### src/rtl/tild_pkg.sv
`default_nettype none
// ----------------------------------------------------------------------------
// tild_pkg
// Shared types, character codes and helpers for the terminal input line
// discipline.
// ----------------------------------------------------------------------------
package tild_pkg;

   // Ring geometry; depth is a power of two so that pointers wrap by themselves
   localparam int RING_DEPTH = 512;
   localparam int PTR_W      = $clog2(RING_DEPTH);
   localparam int PEND_W     = 9;
   localparam int LEN_W      = 16;
   localparam logic [LEN_W-1:0] LEN_MAX = '1;

   // Input item kinds
   localparam logic [1:0] KIND_RX    = 2'd0;
   localparam logic [1:0] KIND_READ  = 2'd1;
   localparam logic [1:0] KIND_FLUSH = 2'd2;

   // Configuration register indexes
   localparam logic CSR_CANONICAL = 1'b0;
   localparam logic CSR_ECHO      = 1'b1;

   // Character codes
   localparam logic [7:0] CH_BS       = 8'h08;
   localparam logic [7:0] CH_LF       = 8'h0a;
   localparam logic [7:0] CH_CR       = 8'h0d;
   localparam logic [7:0] CH_ESC      = 8'h1b;
   localparam logic [7:0] CH_SPACE    = 8'h20;
   localparam logic [7:0] CH_FINAL_LO = 8'h40;
   localparam logic [7:0] CH_LBRACKET = 8'h5b;
   localparam logic [7:0] CH_TILDE    = 8'h7e;
   localparam logic [7:0] CH_DEL      = 8'h7f;

   typedef enum logic [1:0] {
      RK_ECHO  = 2'd0,
      RK_POP   = 2'd1,
      RK_EMPTY = 2'd2
   } result_kind_type;

   typedef enum logic [1:0] {
      ESC_IDLE = 2'd0,
      ESC_SEEN = 2'd1,
      ESC_CSI  = 2'd2
   } esc_phase_type;

   // One accepted item's worth of results, handed from control to output
   typedef struct packed {
      result_kind_type   kind;
      logic [2:0][7:0]   echo;
      logic [1:0]        count;
      logic [PEND_W-1:0] pending;
   } job_type;

   function automatic logic [PEND_W-1:0] pend_sat(input logic [PTR_W-1:0] diff);
      logic [PEND_W-1:0] res;
      if (32'(diff) > 32'((1 << PEND_W) - 1)) begin
         res = '1;
      end else begin
         res = PEND_W'(diff);
      end
      return res;
   endfunction

endpackage
`default_nettype wire

### src/rtl/tty_input_line_discipline.sv
`default_nettype none
// ----------------------------------------------------------------------------
// tty_input_line_discipline
// Terminal receive line discipline with ring buffer, echo and escape tracking.
// ----------------------------------------------------------------------------
// Usage:
//  req_ carries one item per handshake: a received byte, a read request or
//  an input flush, selected by req_tuser. rsp_ returns echo bytes, popped
//  bytes or an empty indication, each with the ring fill after the item.
//  rsp_tlast marks the final result of an item; flushes and bytes that echo
//  nothing give no result. csr_ writes the canonical and echo mode bits.
//  The first result of an item is shown in the cycle after it is
//  accepted. Results leave one per cycle while rsp_tready is high, from a
//  single result register, one per echo byte for a received byte and one
//  for a read; the next item is accepted in the cycle the current item's
//  last result is taken, giving back to back items at one result a cycle.
//  A pop reads the ring memory at accept and the byte appears in the cycle after.
//  Reset clears pointers, line length and tracker and sets both mode bits;
//  the ring contents need no clearing. When rsp_tready is low the result
//  holds and req_tready drops until the last result is taken.
// ----------------------------------------------------------------------------
module tty_input_line_discipline
   import tild_pkg::*;
(
   input  wire logic        clock,
   input  wire logic        reset,
   input  wire logic        csr_wen,
   input  wire logic        csr_index,
   input  wire logic        csr_wdata,
   input  wire logic        req_tvalid,
   output logic             req_tready,
   input  wire logic [7:0]  req_tdata,   // [7:0] rx_byte
   input  wire logic [1:0]  req_tuser,   // [1:0] kind
   output logic             rsp_tvalid,
   input  wire logic        rsp_tready,
   output logic [23:0]      rsp_tdata,   // [7:0] out_byte, [16:8] pending_count
   output logic [1:0]       rsp_tuser,   // [1:0] result_kind
   output logic             rsp_tlast
);

   logic             accept;
   logic             free;
   logic             mem_we;
   logic [PTR_W-1:0] mem_waddr;
   logic [7:0]       mem_wdata;
   logic             mem_re;
   logic [PTR_W-1:0] mem_raddr;
   logic [7:0]       mem_rdata;
   logic             job_load;
   job_type          job;

   assign req_tready = free;
   assign accept     = req_tvalid && free;

   tild_ctrl u_ctrl (
      .clock     (clock),
      .reset     (reset),
      .csr_wen   (csr_wen),
      .csr_index (csr_index),
      .csr_wdata (csr_wdata),
      .accept    (accept),
      .item_kind (req_tuser),
      .item_byte (req_tdata),
      .mem_we    (mem_we),
      .mem_waddr (mem_waddr),
      .mem_wdata (mem_wdata),
      .mem_re    (mem_re),
      .mem_raddr (mem_raddr),
      .job_load  (job_load),
      .job       (job)
   );

   tild_ring u_ring (
      .clock   (clock),
      .wr_en   (mem_we),
      .wr_addr (mem_waddr),
      .wr_data (mem_wdata),
      .rd_en   (mem_re),
      .rd_addr (mem_raddr),
      .rd_data (mem_rdata)
   );

   tild_out u_out (
      .clock      (clock),
      .reset      (reset),
      .load       (job_load),
      .job_in     (job),
      .ring_rdata (mem_rdata),
      .free       (free),
      .rsp_tvalid (rsp_tvalid),
      .rsp_tready (rsp_tready),
      .rsp_tdata  (rsp_tdata),
      .rsp_tuser  (rsp_tuser),
      .rsp_tlast  (rsp_tlast)
   );

endmodule
`default_nettype wire

### src/rtl/tild_ring.sv
`default_nettype none
// ----------------------------------------------------------------------------
// tild_ring
// Byte ring storage: one write port, one read port, registered read data.
// ----------------------------------------------------------------------------
module tild_ring
   import tild_pkg::*;
(
   input  wire logic             clock,
   input  wire logic             wr_en,
   input  wire logic [PTR_W-1:0] wr_addr,
   input  wire logic [7:0]       wr_data,
   input  wire logic             rd_en,
   input  wire logic [PTR_W-1:0] rd_addr,
   output logic      [7:0]       rd_data
);

   logic [7:0] mem [RING_DEPTH];
   logic [7:0] rd_data_ff;

   always_ff @(posedge clock) begin
      if (wr_en) begin
         mem[wr_addr] <= wr_data;
      end
   end

   // hold the last popped byte until the next pop
   always_ff @(posedge clock) begin
      if (rd_en) begin
         rd_data_ff <= mem[rd_addr];
      end
   end

   assign rd_data = rd_data_ff;

endmodule
`default_nettype wire

### src/rtl/tild_ctrl.sv
`default_nettype none
// ----------------------------------------------------------------------------
// tild_ctrl
// Pointer, line length, escape tracker and mode state; decodes each item
// into ring accesses and a result job.
// ----------------------------------------------------------------------------
module tild_ctrl
   import tild_pkg::*;
(
   input  wire logic             clock,
   input  wire logic             reset,
   input  wire logic             csr_wen,
   input  wire logic             csr_index,
   input  wire logic             csr_wdata,
   input  wire logic             accept,
   input  wire logic [1:0]       item_kind,
   input  wire logic [7:0]       item_byte,
   output logic                  mem_we,
   output logic [PTR_W-1:0]      mem_waddr,
   output logic [7:0]            mem_wdata,
   output logic                  mem_re,
   output logic [PTR_W-1:0]      mem_raddr,
   output logic                  job_load,
   output job_type               job
);

   logic             canon_ff, canon_in;
   logic             echo_ff, echo_in;
   logic [PTR_W-1:0] wp_ff, wp_in;
   logic [PTR_W-1:0] rp_ff, rp_in;
   logic [LEN_W-1:0] len_ff, len_in;
   esc_phase_type    esc_ff, esc_in;

   logic [7:0]       chr;
   logic [PTR_W-1:0] wp_nxt;
   logic             active;
   logic             proc;
   logic             we;
   logic             re;
   logic             load;

   assign chr    = (item_byte == CH_CR) ? CH_LF : item_byte;
   assign wp_nxt = wp_ff + PTR_W'(1);
   assign active = canon_ff && echo_ff;

   always_comb begin
      canon_in = canon_ff;
      echo_in  = echo_ff;
      if (csr_wen) begin
         case (csr_index)
            CSR_CANONICAL: canon_in = csr_wdata;
            CSR_ECHO:      echo_in  = csr_wdata;
            default: ;
         endcase
      end
   end

   always_comb begin
      wp_in     = wp_ff;
      rp_in     = rp_ff;
      len_in    = len_ff;
      esc_in    = esc_ff;
      we        = 1'b0;
      re        = 1'b0;
      load      = 1'b0;
      proc      = 1'b1;
      job       = '0;
      job.kind  = RK_ECHO;
      case (item_kind)
         KIND_RX: begin
            // drop the newest byte when the ring is full
            if (wp_nxt != rp_ff) begin
               we    = 1'b1;
               wp_in = wp_nxt;
            end
            if (!active) begin
               esc_in = ESC_IDLE;
            end else if (esc_ff == ESC_SEEN) begin
               if (chr == CH_LBRACKET) begin
                  esc_in = ESC_CSI;
                  proc   = 1'b0;
               end else begin
                  esc_in = ESC_IDLE;
               end
            end
            if (proc && active && esc_in == ESC_CSI) begin
               if (chr inside {[CH_FINAL_LO:CH_TILDE]}) begin
                  esc_in = ESC_IDLE;
               end
               proc = 1'b0;
            end
            if (proc && active && chr == CH_ESC) begin
               esc_in = ESC_SEEN;
               proc   = 1'b0;
            end
            if (proc && echo_ff) begin
               if (chr == CH_LF) begin
                  job.echo[0] = CH_CR;
                  job.echo[1] = CH_LF;
                  job.count   = 2'd2;
                  if (canon_ff) begin
                     len_in = '0;
                  end
               end else if (canon_ff && (chr == CH_BS || chr == CH_DEL)) begin
                  if (len_ff != '0) begin
                     len_in      = len_ff - LEN_W'(1);
                     job.echo[0] = CH_BS;
                     job.echo[1] = CH_SPACE;
                     job.echo[2] = CH_BS;
                     job.count   = 2'd3;
                  end
               end else if (chr inside {[CH_SPACE:CH_TILDE]}) begin
                  job.echo[0] = chr;
                  job.count   = 2'd1;
                  if (canon_ff && len_ff != LEN_MAX) begin
                     len_in = len_ff + LEN_W'(1);
                  end
               end
            end
            load = (job.count != 2'd0);
         end
         KIND_READ: begin
            if (rp_ff == wp_ff) begin
               job.kind = RK_EMPTY;
            end else begin
               re       = 1'b1;
               rp_in    = rp_ff + PTR_W'(1);
               job.kind = RK_POP;
            end
            job.count = 2'd1;
            load      = 1'b1;
         end
         KIND_FLUSH: begin
            wp_in  = '0;
            rp_in  = '0;
            len_in = '0;
            esc_in = ESC_IDLE;
         end
         default: ;
      endcase
      job.pending = pend_sat(wp_in - rp_in);
   end

   assign mem_we    = accept && we;
   assign mem_waddr = wp_ff;
   assign mem_wdata = chr;
   assign mem_re    = accept && re;
   assign mem_raddr = rp_ff;
   assign job_load  = accept && load;

   always_ff @(posedge clock) begin
      if (reset) begin
         canon_ff <= 1'b1;
         echo_ff  <= 1'b1;
         wp_ff    <= '0;
         rp_ff    <= '0;
         len_ff   <= '0;
         esc_ff   <= ESC_IDLE;
      end else begin
         canon_ff <= canon_in;
         echo_ff  <= echo_in;
         if (accept) begin
            wp_ff  <= wp_in;
            rp_ff  <= rp_in;
            len_ff <= len_in;
            esc_ff <= esc_in;
         end
      end
   end

endmodule
`default_nettype wire

### src/rtl/tild_out.sv
`default_nettype none
// ----------------------------------------------------------------------------
// tild_out
// Result register: holds one item's job and hands out its results one per
// cycle while rsp_tready is high, taking the popped byte from the ring read port.
// ----------------------------------------------------------------------------
module tild_out
   import tild_pkg::*;
(
   input  wire logic        clock,
   input  wire logic        reset,
   input  wire logic        load,
   input  wire job_type     job_in,
   input  wire logic [7:0]  ring_rdata,
   output logic             free,
   output logic             rsp_tvalid,
   input  wire logic        rsp_tready,
   output logic [23:0]      rsp_tdata,
   output logic [1:0]       rsp_tuser,
   output logic             rsp_tlast
);

   job_type    job_ff;
   logic       valid_ff, valid_in;
   logic [1:0] idx_ff, idx_in;
   logic       last;
   logic       take;
   logic [7:0] byte_out;

   assign last = (idx_ff == job_ff.count - 2'd1);
   assign take = valid_ff && rsp_tready;
   assign free = !valid_ff || (take && last);

   always_comb begin
      valid_in = valid_ff;
      idx_in   = idx_ff;
      if (load) begin
         valid_in = 1'b1;
         idx_in   = 2'd0;
      end else if (take) begin
         if (last) begin
            valid_in = 1'b0;
         end else begin
            idx_in = idx_ff + 2'd1;
         end
      end
   end

   always_ff @(posedge clock) begin
      if (reset) begin
         valid_ff <= 1'b0;
         idx_ff   <= 2'd0;
      end else begin
         valid_ff <= valid_in;
         idx_ff   <= idx_in;
      end
   end

   always_ff @(posedge clock) begin
      if (load) begin
         job_ff <= job_in;
      end
   end

   assign byte_out   = (job_ff.kind == RK_POP) ? ring_rdata : job_ff.echo[idx_ff];
   assign rsp_tvalid = valid_ff;
   assign rsp_tdata  = {7'd0, job_ff.pending, byte_out};
   assign rsp_tuser  = job_ff.kind;
   assign rsp_tlast  = last;

endmodule
`default_nettype wire

### config.mk
export PLATFORM = sky130hd
export DESIGN_NAME = tty_input_line_discipline
export DESIGN_NICKNAME = d
export VERILOG_FILES = /design/src/rtl/tild_pkg.sv /design/src/rtl/tty_input_line_discipline.sv /design/src/rtl/tild_ring.sv /design/src/rtl/tild_ctrl.sv /design/src/rtl/tild_out.sv
export SDC_FILE = /design/constraint.sdc
export NUM_CORES = 2
export LEC_CHECK = 0
export BUFFER_PORTS_ARGS = -buffer_cell sky130_fd_sc_hd__buf_2
export CAP_MARGIN = 25
export CORE_MARGIN = 2
export CORE_UTILIZATION = 51
export DETAILED_ROUTE_END_ITERATION = 8
export PLACE_DENSITY = 0.71
export SLEW_MARGIN = 40
export SYNTH_ARGS = -nofsm -noshare
export SYNTH_HDL_FRONTEND = slang
export SYNTH_HIERARCHICAL = 1
export SYNTH_SLANG_ARGS = --single-unit
### constraint.sdc
create_clock -name clock -period 33.1 [get_ports clock]
set_clock_uncertainty 0.2 [all_clocks]
set_input_delay 4.965 -clock clock [delete_from_list [all_inputs] [get_ports clock]]
set_output_delay 4.965 -clock clock [all_outputs]
set_load 0.1 [all_outputs]
== Word-level counts from Yosys, hierarchy flattened ==
Memory sizes are Yosys's and may differ from the RTL's. A register that Yosys moved wholly into a read port is not among the register bits.
Cells that the tools add are included.
Word-level totals
  bits in writable memories: 4096
  output and inout bits: 29
  bits of input ports: 17
  register bits after elaboration: 78
  memories: 1
Cells by class
  add/subtract/negate cells: 7
  eq/ne operators: 20
  multiplexer cells: 52
  bitwise gates (word level): 2
  reduce and logical (&&, ||, !) cells: 32
  $lt $le $gt $ge: 4
Memories
  u_ring.mem: words 512, width 8, rd ports 1, clocked after Yosys merged registers in 1, write ports 1, line tild_ring.sv:18  | logic [7:0] mem [RING_DEPTH];
Operators with widths (number)
  16-bit 2-to-1 mux: 7
  26-bit 2-to-1 mux: 2
  9-bit one-hot mux with 2 select lines: 2
  8-bit 2-to-1 mux: 4
  16-bit one-hot mux with 2 select lines: 1
  8-bit by 4-bit equality test with 1-bit output, second input constant: 3
  22-bit 2-to-1 mux: 1
  10-bit 2-to-1 mux: 2
  9-bit by 1-bit adder with 9-bit output, second input constant: 2
  18-bit 2-to-1 mux: 1
  9-bit 2-to-1 mux: 2
  1-bit 2-to-1 mux: 17
  16-bit by 1-bit adder with 16-bit output, second input constant: 1
  8-bit binary-select mux with 2-bit select: 1
  8-bit by 7-bit equality test with 1-bit output, second input constant: 2
  1-bit logical AND: 16
  2-bit 2-to-1 mux: 8
  16-bit inequality test, second input constant: 1
  16-bit nonzero test: 1
  16-bit by 1-bit subtractor with 16-bit output, second input constant: 1
  12-bit 2-to-1 mux: 1
  2-bit AND reduction: 5
  9-bit equality test: 1
  9-bit inequality test: 1
  other kinds (24): 34

== Logic depth before layout (Yosys ltp) ==
  depth in word-level cells: 23
  depth in mapped cells: 20

== By module ==
The synthesis kept the hierarchy.
By module, submodules not included
  tild_ring: instances 1, seq. area each 123238.2 µm², area each 160007.2 µm², cells each 8030
  tild_ctrl: instances 1, seq. area each 760.7 µm², area each 3900.0 µm², cells each 510
  tild_out: instances 1, seq. area each 1171.1 µm², area each 1681.6 µm², cells each 125
  tty_input_line_discipline: instances 1, seq. area each 0.0 µm², area each 6.3 µm², cells each 1

== Least setup slack after synthesis ==
Ideal clock, no wire load.
  kind: input-to-reg
  start: input port req_tdata[3]
  end: memory u_ring.mem[0][3], data pin
  setup time: 1.825 ns
  slack: 18.503 ns
  buffers on the path: 1
  arrival time: 12.572 ns
  stages on the path: 1
  required time: 31.075 ns
  path through: clkbuf_1
On the way
  word-level cells in the longest chain between the ends: 2
Ends and longest elaborated chain
  start: declaration: line tty_input_line_discipline.sv:32  | input wire logic [7:0] req_tdata,
  8-bit by 4-bit equality test with 1-bit output: line tild_ctrl.sv:42  | assign chr = (item_byte == CH_CR) ? CH_LF : item_byte;
  8-bit 2-to-1 mux (*): line tild_ctrl.sv:42
  end: declaration: line tild_ring.sv:18
Every way passes the cells marked *; elsewhere a longest branch is shown, timed or not.

== Worst setup path in the final report ==
  start: input port rsp_tready
  end: output port req_tready
On the way
  word-level cells in the longest chain between the ends: 3
Ends and longest elaborated chain
  start: declaration: line tty_input_line_discipline.sv:35  | input wire logic rsp_tready,
  1-bit logical AND: line tild_out.sv:31  | assign take = valid_ff && rsp_tready;
  1-bit logical AND: line tild_out.sv:32  | assign free = !valid_ff || (take && last);
  1-bit logical OR: line tild_out.sv:32
  end: declaration: line tty_input_line_discipline.sv:31  | output logic req_tready,
No other way between the ends.

==> out/qor.yml <==
slowest_stage: "buf_2"
clock-sinks: 4182
grtUsageTotal: 0.242
cts_buffers: 401
slew_headroom: 0.364
path_class: "input port to output pin"
fin_util: 0.567
rrSetupSlack_ns: 25.54
die_area_mm2: 0.329
worst_pin_slew_ns: 0.954
r2r_cells: 13
core_mm2: 0.324
ant_nets: 0
ys_ff_latch: 4182
initial_utilization: 0.512
grt_pass1_wl_um: 590000
rows: 209
synthToLayoutAreaGrowth_pct: 10.9
drive_above_1_share: 0.171
slew_viol_final: 0
n_fill_cell: 23500
post-route-period-util: 0.328
drc: 0
hold_viol_final: 0
crit_start: "rsp_tready"
multi_input_area_mm2: 0.0375
grt_pass1_vias: 85000
cts_tree: "done"
setup_viol: 0
status: "complete, no violations"
synthCells: 8666
grt.overflow.total: 0
period_needed_ns: 10.85
rsz0062_at_grt: "false"
syn-mean-instance-area_um2: 19.1
dp_cells: 12600
fmax_mhz: 92.2
htreeDepth: 5
cts_buffer_depth: 4
path_clk_slew_ns: 0.06
max-cap-violations: 0
crit_fanout: 4
syn_area_mm2: 0.166
critPathRequiredTime_ns: 27.93
synth_cell_types: 94
place_congestion: 0.897
power_density_mw_per_mm2: 59.8
hold-path-cell-count: 2
synth.yosys.seq_area_share: 0.756
post_cts_buffers: 0
wire_per_inst_um: 30.4
synth_top_area_cell: "edfxtp_1"
stdcell_count: 13400
reg2reg_from: "u_ctrl/mem_raddr[0]"
r2r_end: "u_ring/rd_data[4]"
antenna_found_initial: 18
arrival_ns: 5.68
fin_nets: 8751
place_hpwl_um: 242000
ys_async_sr_fraction: 0
totalWireLength_um: 407000
end_kind: "output pin"
setup.worst_path.start_class: "input port"
drt_iter0_markers: 12200
hp-class: "register to register"
synth_area_leaders: "edfxtp_1 (75%), mux4_2 (8.9%), mux2i_1 (4.9%), o221ai_1 (2.0%), nor2_1 (1.5%)"
clk_latency_ns: 0.96
cts-root-buf: "clkbuf_16"
tns_ns: 0
ctsResizeCount: 0
fp.dieH_um: 574
ctsHoldBuffers: 0
yosysMostFrequentCell: "edfxtp_1"
route.vias.total: 86600
synth_top_area_frac: 0.751
io_pins: 46
viasPerCell: 6.48
synthTopCellsByCount: "edfxtp_1 (4141), mux2i_1 (808), mux4_2 (654)"
cp_cell_sequence: "buf_2 > nand2_1 > nand2_1 > buf_2"
first_pass_iters: 9
die_w_um: 574
hold_start: "u_ctrl/esc_ff[0]"
portBuffers: 38
dominantRegCellSynth: "edfxtp_1"
synth-edff-count: 4141
slowest_delay_ns: 0.43
yosysWarnings: 6
grt_start_max_net_pins: 181
p_leak_nw: 55.2
regArea_mm2: 0.125
endpoint: "req_tready"
peakVddDrop_uv: 44.8
[metal layers]
metal	wire [um]	global-route usage	vias up
met3	45700	0.0554	795
met5	82	0	-
met1	153000	0.335	44700
met4	14900	0.0811	12
met2	193000	0.382	5228
li1	-	-	35800
[placed cells by master, fill, tap and decap left out, types with 33 or more instances in the layout]
cell type	instances
a21oi_1	243
nor2_1	634
clkbuf_1	70
clkinv_2	76
o21ai_0	130
clkinv_1	82
a22oi_1	63
nor4_1	33
mux2i_1	808
o22ai_1	170
nand2_1	147
buf_4	85
buf_2	33
o221ai_1	372
nand4_1	46
nand3_1	43
bufinv_16	43
mux4_2	654
nor3_1	118
buf_6	37
edfxtp_1	4141
clkbuf_16	404
[cells by family after synthesis]
| group | count (synthesis) | synth area share |
|---|---|---|
| AOI/OAI and AO/OA | 1137 | 0.0483 |
| other | 2 | 0.0000454 |
| DFF | 4182 | 0.756 |
| and+or+nand+nor | 1201 | 0.0324 |
| adders and majority gates | 29 | 0.00228 |
| buffers and inverters | 609 | 0.0210 |
| muxes | 1464 | 0.138 |
| xor gates and xnor gates | 42 | 0.00227 |
[metrics by stage]
step                power [mW]  cell area, um2  hold WS [ns]  worst slack (ns)
finish                    11.0          184000         0.349             22.25
global route              11.3          184000         0.375             22.21
CTS                       11.0          183000         0.330             22.26
detailed placement        6.52          170000         0.321             22.26
global placement          6.50          169000         0.281             22.21
floorplan                 6.40          166000         0.271             18.50
[worst min path at each step]
stage / endpoint
finish: u_ctrl/esc_ff[0]
global route: u_ctrl/esc_ff[0]
CTS: u_ctrl/esc_ff[0]
detailed placement: u_ctrl/esc_ff[0]
global placement: u_ctrl/esc_ff[0]
floorplan: u_ctrl/esc_ff[0]
[final cells by class]
| class | count | share of cell area |
|---|---|---|
| Clock inverter | 260 | 0.0152 |
| Timing Repair Buffer | 199 | 0.0119 |
| Antenna cell | 3 | 0.0000409 |
| Sequential cell | 4182 | 0.682 |
| Multi-Input combinational cell | 3893 | 0.204 |
| Clock buffer | 476 | 0.0566 |
| Tap cell | 4325 | 0.0295 |
| Inverter | 28 | 0.000750 |
[critical path: cells and delay by family]
family | cells | cell delay (ns)
buffers and inverters | 2 | 0.54
and+or+nand+nor | 2 | 0.17
[power breakdown]
part | switching [mW] | leakage (nW) | internal (mW)
Sequential | 0.00728 | 37.6 | 5.82
Clock | 1.97 | 6.40 | 2.60
Combinational | 0.380 | 11.3 | 0.207
[sequential cells by signal, indices dropped and copies added, names as in the netlist]
register and cells:
u_ctrl/len_ff 16, u_ctrl/canon_ff 1, u_ctrl/echo_ff 1, u_ring/mem 4096, u_out/rsp_tuser 2, u_out/idx_ff 2, u_out/rsp_tvalid 1, u_ring/rd_data 8
u_out/rsp_tdata 9, u_ctrl/esc_ff 2, u_ctrl/mem_waddr 9, u_out/job_ff 26, u_ctrl/mem_raddr 9
No activity file was read; power rests on OpenSTA's default activity.
